**src/rtl/tmt64_pkg.sv**
```systemverilog
package tmt64_pkg;

    localparam int unsigned WORD_W    = 64;
    localparam int unsigned HALF_W    = 32;
    localparam int unsigned CFG_IDX_W = 2;

    // configuration register indexes
    localparam logic [CFG_IDX_W-1:0] REG_MASK_ONE = 2'd0;
    localparam logic [CFG_IDX_W-1:0] REG_MASK_TWO = 2'd1;
    localparam logic [CFG_IDX_W-1:0] REG_TEMPER   = 2'd2;

    // command codes carried on the input tuser
    localparam logic CMD_DRAW   = 1'b0;
    localparam logic CMD_RESEED = 1'b1;

    localparam logic [HALF_W-1:0] MASK_ONE_RST = 32'hfd581fab;
    localparam logic [HALF_W-1:0] MASK_TWO_RST = 32'h8c982326;
    localparam logic [WORD_W-1:0] TEMPER_RST   = 64'hbd7fc6ffefffffbc;
    localparam logic [WORD_W-1:0] LOW63        = 64'h7FFFFFFFFFFFFFFF;
    localparam logic [WORD_W-1:0] SEED_MULT    = 64'd6364136223846793005;
    localparam logic [WORD_W-1:0] LANE0_RST    = 64'd84;  // 'T'
    localparam logic [WORD_W-1:0] LANE1_RST    = 64'd77;  // 'M'
    localparam int unsigned       MIX_SHIFT    = 62;

    // partial product selects for the 64x64 low-half multiply
    localparam logic [1:0] MUL_LO_LO = 2'd0;
    localparam logic [1:0] MUL_HI_LO = 2'd1;
    localparam logic [1:0] MUL_LO_HI = 2'd2;

    typedef struct packed {
        logic       load;      // reseed accepted: build lanes from seed and masks
        logic       draw;      // draw accepted: advance and temper
        logic       mix;       // latch prev ^ (prev >> 62), preset accumulator
        logic       mul_en;
        logic [1:0] mul_sel;
        logic       acc_full;  // acc += prod
        logic       acc_high;  // acc += prod << 32
        logic       upd;       // lane ^= acc + (prod << 32)
        logic       cert;      // period certification
    } t_dp_cmd;

endpackage

```
**src/rtl/tmt64_ctrl.sv**
```systemverilog
module tmt64_ctrl #(
    parameter int unsigned SEED_ROUNDS = 8,
    parameter int unsigned ROUND_W     = 3
) (
    input  logic                  i_clk,
    input  logic                  i_rst_n,
    input  logic                  i_in_valid,
    input  logic                  i_in_cmd,
    input  logic                  i_out_ready,
    output logic                  o_in_ready,
    output logic                  o_out_valid,
    output tmt64_pkg::t_dp_cmd    o_cmd,
    output logic [ROUND_W-1:0]    o_round
);
    import tmt64_pkg::*;

    localparam logic [2:0] ST_IDLE = 3'd0;
    localparam logic [2:0] ST_MIX  = 3'd1;
    localparam logic [2:0] ST_MUL0 = 3'd2;
    localparam logic [2:0] ST_MUL1 = 3'd3;
    localparam logic [2:0] ST_MUL2 = 3'd4;
    localparam logic [2:0] ST_UPD  = 3'd5;
    localparam logic [2:0] ST_CERT = 3'd6;

    localparam logic [ROUND_W-1:0] LAST_ROUND = ROUND_W'(SEED_ROUNDS - 1);

    logic [2:0]         r_state, n_state;
    logic [ROUND_W-1:0] r_round, n_round;
    logic               r_out_valid, n_out_valid;
    logic               w_accept;

    assign o_in_ready  = (r_state == ST_IDLE) && (!r_out_valid || i_out_ready);
    assign w_accept    = i_in_valid && o_in_ready;
    assign o_out_valid = r_out_valid;
    assign o_round     = r_round;

    always_comb begin
        n_state = r_state;
        n_round = r_round;
        o_cmd   = '0;
        unique case (r_state)
            ST_IDLE: begin
                if (w_accept && (i_in_cmd == CMD_RESEED)) begin
                    o_cmd.load = 1'b1;
                    n_round    = ROUND_W'(1);
                    n_state    = ST_MIX;
                end
                o_cmd.draw = w_accept && (i_in_cmd == CMD_DRAW);
            end
            ST_MIX: begin
                o_cmd.mix = 1'b1;
                n_state   = ST_MUL0;
            end
            ST_MUL0: begin
                o_cmd.mul_en  = 1'b1;
                o_cmd.mul_sel = MUL_LO_LO;
                n_state       = ST_MUL1;
            end
            ST_MUL1: begin
                o_cmd.mul_en   = 1'b1;
                o_cmd.mul_sel  = MUL_HI_LO;
                o_cmd.acc_full = 1'b1;
                n_state        = ST_MUL2;
            end
            ST_MUL2: begin
                o_cmd.mul_en   = 1'b1;
                o_cmd.mul_sel  = MUL_LO_HI;
                o_cmd.acc_high = 1'b1;
                n_state        = ST_UPD;
            end
            ST_UPD: begin
                o_cmd.upd = 1'b1;
                if (r_round == LAST_ROUND) begin
                    n_state = ST_CERT;
                end else begin
                    n_round = r_round + ROUND_W'(1);
                    n_state = ST_MIX;
                end
            end
            ST_CERT: begin
                o_cmd.cert = 1'b1;
                n_state    = ST_IDLE;
            end
            default: begin
                n_state = ST_IDLE;
            end
        endcase
    end

    always_comb begin
        if (o_cmd.draw) begin
            n_out_valid = 1'b1;
        end else if (i_out_ready) begin
            n_out_valid = 1'b0;
        end else begin
            n_out_valid = r_out_valid;
        end
    end

    always_ff @(posedge i_clk) begin
        if (!i_rst_n) begin
            r_state     <= ST_IDLE;
            r_round     <= '0;
            r_out_valid <= 1'b0;
        end else begin
            r_state     <= n_state;
            r_round     <= n_round;
            r_out_valid <= n_out_valid;
        end
    end

`ifndef SYNTH
    a_reseed_starts: assert property (@(posedge i_clk) disable iff (!i_rst_n)
        (w_accept && (i_in_cmd == CMD_RESEED)) |=> (r_state == ST_MIX && r_round == 1))
        else $error("reseed did not start the seed rounds");

    a_draw_gives_item: assert property (@(posedge i_clk) disable iff (!i_rst_n)
        (w_accept && (i_in_cmd == CMD_DRAW)) |=> r_out_valid)
        else $error("draw did not present an item");

    a_round_range: assert property (@(posedge i_clk) disable iff (!i_rst_n)
        (r_state != ST_IDLE) |-> (r_round >= 1 && r_round <= LAST_ROUND))
        else $error("seed round counter out of range");

    a_cert_ends: assert property (@(posedge i_clk) disable iff (!i_rst_n)
        (r_state == ST_CERT) |=> (r_state == ST_IDLE))
        else $error("certification did not end the reseed");
`endif

endmodule

```
**src/rtl/tmt64_datapath.sv**
```systemverilog
module tmt64_datapath #(
    parameter int unsigned ROUND_W = 3
) (
    input  logic                          i_clk,
    input  logic                          i_rst_n,
    input  tmt64_pkg::t_dp_cmd            i_cmd,
    input  logic [ROUND_W-1:0]            i_round,
    input  logic [tmt64_pkg::WORD_W-1:0]  i_seed,
    input  logic                          i_cfg_we,
    input  logic [tmt64_pkg::CFG_IDX_W-1:0] i_cfg_idx,
    input  logic [tmt64_pkg::WORD_W-1:0]  i_cfg_data,
    output logic [tmt64_pkg::WORD_W-1:0]  o_random
);
    import tmt64_pkg::*;

    logic [WORD_W-1:0] r_lane0, r_lane1, n_lane0, n_lane1;
    logic [HALF_W-1:0] r_mask_one, r_mask_two;
    logic [WORD_W-1:0] r_temper;
    logic [WORD_W-1:0] r_mix, r_prod, r_acc, r_out;

    logic [WORD_W-1:0] w_x0, w_x1, w_x2, w_x3, w_x4;
    logic [WORD_W-1:0] w_adv0, w_adv1, w_t0, w_t1;
    logic [WORD_W-1:0] w_prev, w_sum;
    logic [HALF_W-1:0] w_ma, w_mb;
    logic [WORD_W-1:0] w_prod;

    // draw: state transition, then tempering of the new lanes
    always_comb begin
        w_x0   = (r_lane0 & LOW63) ^ r_lane1;
        w_x1   = w_x0 ^ (w_x0 << 12);
        w_x2   = w_x1 ^ (w_x1 >> 32);
        w_x3   = w_x2 ^ (w_x2 << 32);
        w_x4   = w_x3 ^ (w_x3 << 11);
        w_adv0 = r_lane1 ^ (w_x4[0] ? {{HALF_W{1'b0}}, r_mask_one} : '0);
        w_adv1 = w_x4 ^ (w_x4[0] ? {r_mask_two, {HALF_W{1'b0}}} : '0);
        w_t0   = (w_adv0 + w_adv1) ^ (w_adv0 >> 8);
        w_t1   = w_t0 ^ (w_t0[0] ? r_temper : '0);
    end

    // seed rounds: round r reads the lane written by round r-1
    assign w_prev = i_round[0] ? r_lane0 : r_lane1;
    assign w_sum  = r_acc + {r_prod[HALF_W-1:0], {HALF_W{1'b0}}};

    always_comb begin
        case (i_cmd.mul_sel)
            MUL_LO_LO: begin
                w_ma = r_mix[HALF_W-1:0];
                w_mb = SEED_MULT[HALF_W-1:0];
            end
            MUL_HI_LO: begin
                w_ma = r_mix[WORD_W-1:HALF_W];
                w_mb = SEED_MULT[HALF_W-1:0];
            end
            default: begin
                w_ma = r_mix[HALF_W-1:0];
                w_mb = SEED_MULT[WORD_W-1:HALF_W];
            end
        endcase
    end

    assign w_prod = w_ma * w_mb;

    always_comb begin
        n_lane0 = r_lane0;
        n_lane1 = r_lane1;
        if (i_cmd.load) begin
            n_lane0 = i_seed ^ {r_mask_one, {HALF_W{1'b0}}};
            n_lane1 = {{HALF_W{1'b0}}, r_mask_two} ^ r_temper;
        end else if (i_cmd.draw) begin
            n_lane0 = w_adv0;
            n_lane1 = w_adv1;
        end else if (i_cmd.upd) begin
            if (i_round[0]) begin
                n_lane1 = r_lane1 ^ w_sum;
            end else begin
                n_lane0 = r_lane0 ^ w_sum;
            end
        end else if (i_cmd.cert) begin
            if (((r_lane0 & LOW63) == '0) && (r_lane1 == '0)) begin
                n_lane0 = LANE0_RST;
                n_lane1 = LANE1_RST;
            end
        end
    end

    always_ff @(posedge i_clk) begin
        if (!i_rst_n) begin
            r_lane0    <= LANE0_RST;
            r_lane1    <= LANE1_RST;
            r_mask_one <= MASK_ONE_RST;
            r_mask_two <= MASK_TWO_RST;
            r_temper   <= TEMPER_RST;
        end else begin
            r_lane0 <= n_lane0;
            r_lane1 <= n_lane1;
            if (i_cfg_we) begin
                unique case (i_cfg_idx)
                    REG_MASK_ONE: r_mask_one <= i_cfg_data[HALF_W-1:0];
                    REG_MASK_TWO: r_mask_two <= i_cfg_data[HALF_W-1:0];
                    REG_TEMPER:   r_temper   <= i_cfg_data;
                    default: ;
                endcase
            end
        end
    end

    always_ff @(posedge i_clk) begin
        if (i_cmd.mix) begin
            r_mix <= w_prev ^ (w_prev >> MIX_SHIFT);
            r_acc <= WORD_W'(i_round);
        end else if (i_cmd.acc_full) begin
            r_acc <= r_acc + r_prod;
        end else if (i_cmd.acc_high) begin
            r_acc <= w_sum;
        end
        if (i_cmd.mul_en) begin
            r_prod <= w_prod;
        end
        if (i_cmd.draw) begin
            r_out <= w_t1;
        end
    end

    assign o_random = r_out;

endmodule

```
**src/rtl/tinymt64_random_generator_top.sv**
```systemverilog
// TinyMT64 pseudo-random generator. An input item with tuser low is a draw: it
// advances the 127-bit state and presents one tempered 64-bit item on the master
// side; a draw is taken every cycle while no reseed runs and the output register
// is free or being emptied. An item with tuser high reseeds from tdata, produces
// nothing and holds the input off while the seed rounds and the certification
// run, each round doing its 64-bit multiply as three 32x32 partial products via
// a single shared multiplier. The user must write the masks through the config
// port only while idle, not enforced by the block; they apply from the next item.
module tinymt64_random_generator_top #(
    parameter int unsigned SEED_ROUNDS = 8
) (
    input  logic                            i_clk,
    input  logic                            i_rst_n,
    input  logic                            s_axis_tvalid,
    output logic                            s_axis_tready,
    input  logic [tmt64_pkg::WORD_W-1:0]    s_axis_tdata,   // [63:0] seed_value
    input  logic                            s_axis_tuser,   // [0] cmd
    output logic                            m_axis_tvalid,
    input  logic                            m_axis_tready,
    output logic [tmt64_pkg::WORD_W-1:0]    m_axis_tdata,   // [63:0] random_value
    input  logic                            i_cfg_we,
    input  logic [tmt64_pkg::CFG_IDX_W-1:0] i_cfg_idx,
    input  logic [tmt64_pkg::WORD_W-1:0]    i_cfg_data
);
    import tmt64_pkg::*;

    localparam int unsigned ROUND_W = $clog2(SEED_ROUNDS);

    t_dp_cmd            w_cmd;
    logic [ROUND_W-1:0] w_round;

    tmt64_ctrl #(
        .SEED_ROUNDS (SEED_ROUNDS),
        .ROUND_W     (ROUND_W)
    ) u_ctrl (
        .i_clk       (i_clk),
        .i_rst_n     (i_rst_n),
        .i_in_valid  (s_axis_tvalid),
        .i_in_cmd    (s_axis_tuser),
        .i_out_ready (m_axis_tready),
        .o_in_ready  (s_axis_tready),
        .o_out_valid (m_axis_tvalid),
        .o_cmd       (w_cmd),
        .o_round     (w_round)
    );

    tmt64_datapath #(
        .ROUND_W (ROUND_W)
    ) u_datapath (
        .i_clk      (i_clk),
        .i_rst_n    (i_rst_n),
        .i_cmd      (w_cmd),
        .i_round    (w_round),
        .i_seed     (s_axis_tdata),
        .i_cfg_we   (i_cfg_we),
        .i_cfg_idx  (i_cfg_idx),
        .i_cfg_data (i_cfg_data),
        .o_random   (m_axis_tdata)
    );

endmodule

```
**config.mk**
```make
export PLATFORM = sky130hd
export DESIGN_NAME = tinymt64_random_generator_top
export DESIGN_NICKNAME = d
export VERILOG_FILES = /design/src/rtl/tmt64_pkg.sv /design/src/rtl/tmt64_ctrl.sv /design/src/rtl/tmt64_datapath.sv /design/src/rtl/tinymt64_random_generator_top.sv
export SDC_FILE = /design/constraint.sdc
export NUM_CORES = 2
export LEC_CHECK = 0
export ABC_AREA = 1
export BUFFER_PORTS_ARGS = -buffer_cell sky130_fd_sc_hd__buf_2
export CELL_PAD_IN_SITES_DETAIL_PLACEMENT = 2
export CELL_PAD_IN_SITES_GLOBAL_PLACEMENT = 2
export CORE_MARGIN = 3
export CORE_UTILIZATION = 38
export CTS_BUF_LIST = sky130_fd_sc_hd__clkbuf_8
export DETAILED_ROUTE_END_ITERATION = 10
export PLACE_DENSITY_LB_ADDON = 0.08
export SYNTH_ARGS = -nofsm -noshare
export SYNTH_HDL_FRONTEND = slang
export SYNTH_SLANG_ARGS = --single-unit
```
**constraint.sdc**
```tcl
create_clock -name i_clk -period 10.2 [get_ports i_clk]
set_input_delay 0.51 -clock i_clk [delete_from_list [all_inputs] [get_ports i_clk]]
set_output_delay 0.51 -clock i_clk [all_outputs]
set_load 0.01 [all_outputs]
```
==> run summary <==
- 518 — register bit count reported by yosys
- 418 um — DIE WIDTH
- 96 — maximum number of pins on one net before global-route repair
- 0 — Final Hold Vio Count
- 19.1% — sequential-to-total area share from yosys stat
- 11,900 — post-route non-filler standard cell count
- flip-flop — type of element launching the critical path
- 0 — setup-violating endpoint count in the final report
- 5.86 — vias per std cell
- 3 — number of buffers on the longest clock path
- 10 — sum of buffers and inverters on the critical path
- 29 — crit-path max FO
- 44.4% — All-Layer GR Usage
- 590 ps — largest stage delay on the critical path
- 0.168 sq mm — area inside the core boundary
- 202 — Boundary Pins
- 23 — antenna violations before repair
- 58.5% — met1 Use GR
- 6 — count of TritonRoute iterations in the first routing pass
- 0 — final antenna-violating net count
- 2 — final number of max-transition violations
- 9,296 — number of instances in the synthesized netlist
- 418 um — Vert. Die Dim
- 0.175 sq mm — Total Die Area
- 194 — number of enable flip-flop cells after synthesis
- sky130_fd_sc_hd__fa_1 — critical-path cell with the highest stage delay
- 1500 ps — slew at the pin closest to its max-slew limit
- 870 ps — worst-skew pair later-pin latency
- 10.7% — synth-to-layout area growth
- 55 — Distinct cells, synth
- 552,000 um — first-pass GRT wire length
- sky130_fd_sc_hd__fa_1 — library cell with the largest summed area after synthesis
- 6.93 sq um — average cell area after synthesis
- met2 — busiest layer in global routing
- 3 — Clock H-tree levels
- 3 — number of cells on the worst hold path
- 102 MHz — fmax
- flip-flop — Critical Path End Type
- 11,700 — cell count after placement
- 69,900 — routed vias
- 0.0644 sq mm — synthesized area
- 334,000 um — post-detailed-placement half-perimeter wirelength
- 10.3% — routing usage on met3
- finished, violations left — outcome
- 0 ps — Setup Total Neg Slack
- false — setup repair after global routing missed its margin
- -1.11% — Max-Slew Margin vs Limit
- 16.7% — top-area cell type share of the netlist area
- 518 — number of clock sinks
- 74,000 — number of global-route vias before repair
- sky130_fd_sc_hd__fa_1, sky130_fd_sc_hd__nand2_1, sky130_fd_sc_hd__ha_1, sky130_fd_sc_hd__inv_1, sky130_fd_sc_hd__dfxtp_1 — biggest area contributors in the synthesized netlist
- 8,240 — initial detailed-routing violation count
- max-capacitance violations, max-slew violations — violations in the final reports
- 396,000 um — final wirelength
- 67.0% — grt met2 use
- 10,900 — Layout Nets
- 0 — Yosys warnings
- adder cells — Crit path max-delay family
- 33.2 um — per-cell routed wire length
- 1.00 — weighted congestion reported at the end of routability-driven placement
- input port to flip-flop — Hold WC Path Type
- flip-flop to flip-flop — start-to-end type of the worst setup path
- 38.4% — initial core utilization
- 10,770 ps — required time at the endpoint of the critical path
- 6.31% — fraction of layout cells with a size suffix above 1
- sky130_fd_sc_hd__dfxtp_1 — most common flop cell mapped by yosys
- 96.5% — post-route fraction of the period consumed by the critical path
- 0% — fraction of synthesis flops using an asynchronous set or reset pin
- 9850 ps — Final min period
- 0 — grt ovf
- 0 — setup bufs post-CTS
- sky130_fd_sc_hd__fa_1 — Most Frequent Cell on Critical Path
- done — CTS tree
- 99 — total CTS buffers
- sky130_fd_sc_hd__clkbuf_8 — buffer type at the clock tree root
- 32 — number of cells on the worst reg-to-reg path
- 150 — num rows
- 10,420 ps — CP Data Arrival Time
- 70 ps — clock slew at the register clock pins of the worst setup and hold paths
- 201 — Port Buffer Count
- 1 — # Max-Cap Violations
- 32 — Worst path depth
- 0 — remaining design rule violation count
- 51.1 ps — final clock skew
[worst reg2reg max path: cells and delay by family, from the launching register on]
kind                       cells  cell delay (ps)
DFF                            1              460
and+or+nand+nor               10             2480
buffers and inverters         10             1390
adders and majority gates      9             4640
xor gates and xnor gates       1              190
AOI/OAI and AO/OA              2              430
[flip-flops by register name, indices dropped and copies added (netlist names), 3 cells and up]
register               count
u_datapath.o_random       64
u_datapath.r_acc          64
u_datapath.r_lane0        64
u_datapath.r_lane1        64
u_datapath.r_mix          64
u_datapath.r_temper       64
u_datapath.r_prod         63
u_datapath.r_mask_one     32
u_datapath.r_mask_two     32
u_ctrl.o_round             3
u_ctrl.r_state             3
[through the flow]
stage	worst slack [ps]	instance area [sq um]	util, %	hold slack, ps
floorplan	2180	64500	-	443
global placement	812	68600	40.9	460
detailed placement	341	68600	40.9	485
CTS	264	71200	42.5	2.76
global route	152	71300	42.5	-1.29
finish	355	71300	42.5	44.7
[cell type report]
type                       count  area (sq um)
antenna                       14          35.0
clock buffer                 109          1500
clock inverter                73           514
fill                       20400         96500
inverter                    1803          6770
multi-input combinational   6808         44700
sequential                   518         12300
tap                         2204          2760
timing repair buffer         404          2730
[cells in the final DEF, fill, tap and decap left out, types with 23 or more instances in the layout]
master,instances
sky130_fd_sc_hd__dfxtp_1,323
sky130_fd_sc_hd__edfxtp_1,194
sky130_fd_sc_hd__clkbuf_8,109
sky130_fd_sc_hd__nor2_2,23
sky130_fd_sc_hd__nor2_1,858
sky130_fd_sc_hd__inv_2,43
sky130_fd_sc_hd__ha_1,575
sky130_fd_sc_hd__and2_1,25
sky130_fd_sc_hd__nand4_1,48
sky130_fd_sc_hd__dlygate4sd3_1,64
sky130_fd_sc_hd__or2_2,29
sky130_fd_sc_hd__buf_2,200
sky130_fd_sc_hd__o21ai_1,23
sky130_fd_sc_hd__a21oi_1,416
sky130_fd_sc_hd__buf_4,136
sky130_fd_sc_hd__nand3_1,491
sky130_fd_sc_hd__xor2_1,250
sky130_fd_sc_hd__o21ai_0,437
sky130_fd_sc_hd__nand3b_1,32
sky130_fd_sc_hd__nor3_1,69
sky130_fd_sc_hd__xnor2_1,177
sky130_fd_sc_hd__a31oi_1,26
sky130_fd_sc_hd__nand2_1,2551
sky130_fd_sc_hd__fa_1,538
sky130_fd_sc_hd__inv_1,1789
sky130_fd_sc_hd__o21bai_1,38
sky130_fd_sc_hd__a21o_1,23
sky130_fd_sc_hd__conb_1,31
sky130_fd_sc_hd__o211ai_1,46
[logic make-up (layout without fill, tap and decap cells)]
group | after synthesis | count (layout) | synth area share [%]
AOI/OAI and AO/OA | 1075 | 1075 | 9.11
adders and majority gates | 1113 | 1113 | 27.9
and+or+nand+nor | 4158 | 4159 | 26.2
buffers and inverters | 2000 | 2389 | 11.8
other | 2 | 45 | 0.0117
DFF | 518 | 518 | 19.1
xor gates and xnor gates | 430 | 430 | 5.88
[layer usage]
metal	up-vias	part of all wire, %	wire [um]
met1	35800	41	161000
li1	29500	-	-
met4	8	6.8	27000
met2	3600	42	168000
met3	964	10	39700
met5	-	0.014	55
[cells in the mapped netlist, types with 29 or more instances]
master,number
sky130_fd_sc_hd__a21oi_1,416
sky130_fd_sc_hd__buf_2,58
sky130_fd_sc_hd__clkbuf_1,113
sky130_fd_sc_hd__dfxtp_1,324
sky130_fd_sc_hd__edfxtp_1,194
sky130_fd_sc_hd__fa_1,538
sky130_fd_sc_hd__ha_1,575
sky130_fd_sc_hd__inv_1,1759
sky130_fd_sc_hd__inv_2,42
sky130_fd_sc_hd__nand2_1,2553
sky130_fd_sc_hd__nand3_1,491
sky130_fd_sc_hd__nand3b_1,32
sky130_fd_sc_hd__nand4_1,48
sky130_fd_sc_hd__nor2_1,864
sky130_fd_sc_hd__nor3_1,69
sky130_fd_sc_hd__o211ai_1,46
sky130_fd_sc_hd__o21ai_0,442
sky130_fd_sc_hd__o21bai_1,38
sky130_fd_sc_hd__or2_2,29
sky130_fd_sc_hd__xnor2_1,177
sky130_fd_sc_hd__xor2_1,250
[worst paths after layout]
kind	startpoint	endpoint	slack (ps)
worst max-delay path	u_ctrl.r_state[0]	u_datapath.r_prod[47]	350
worst min-delay path	i_cfg_data[25]	u_datapath.r_temper[25]	40
worst max register to register	u_ctrl.r_state[0]	u_datapath.r_prod[47]	350
worst min register to register	u_datapath.r_mask_two[7]	u_datapath.r_mask_two[7]	500
[repair_timing]
action	4_1_cts	5_1_grt
endpoints found under the setup margin	0	16
hold endpoints to repair	107	0
resized for setup	0	2
hold buffers	64	0
Power is not shown: default switching activity piles up to over one toggle a cycle in this logic, so the estimate is an artifact.
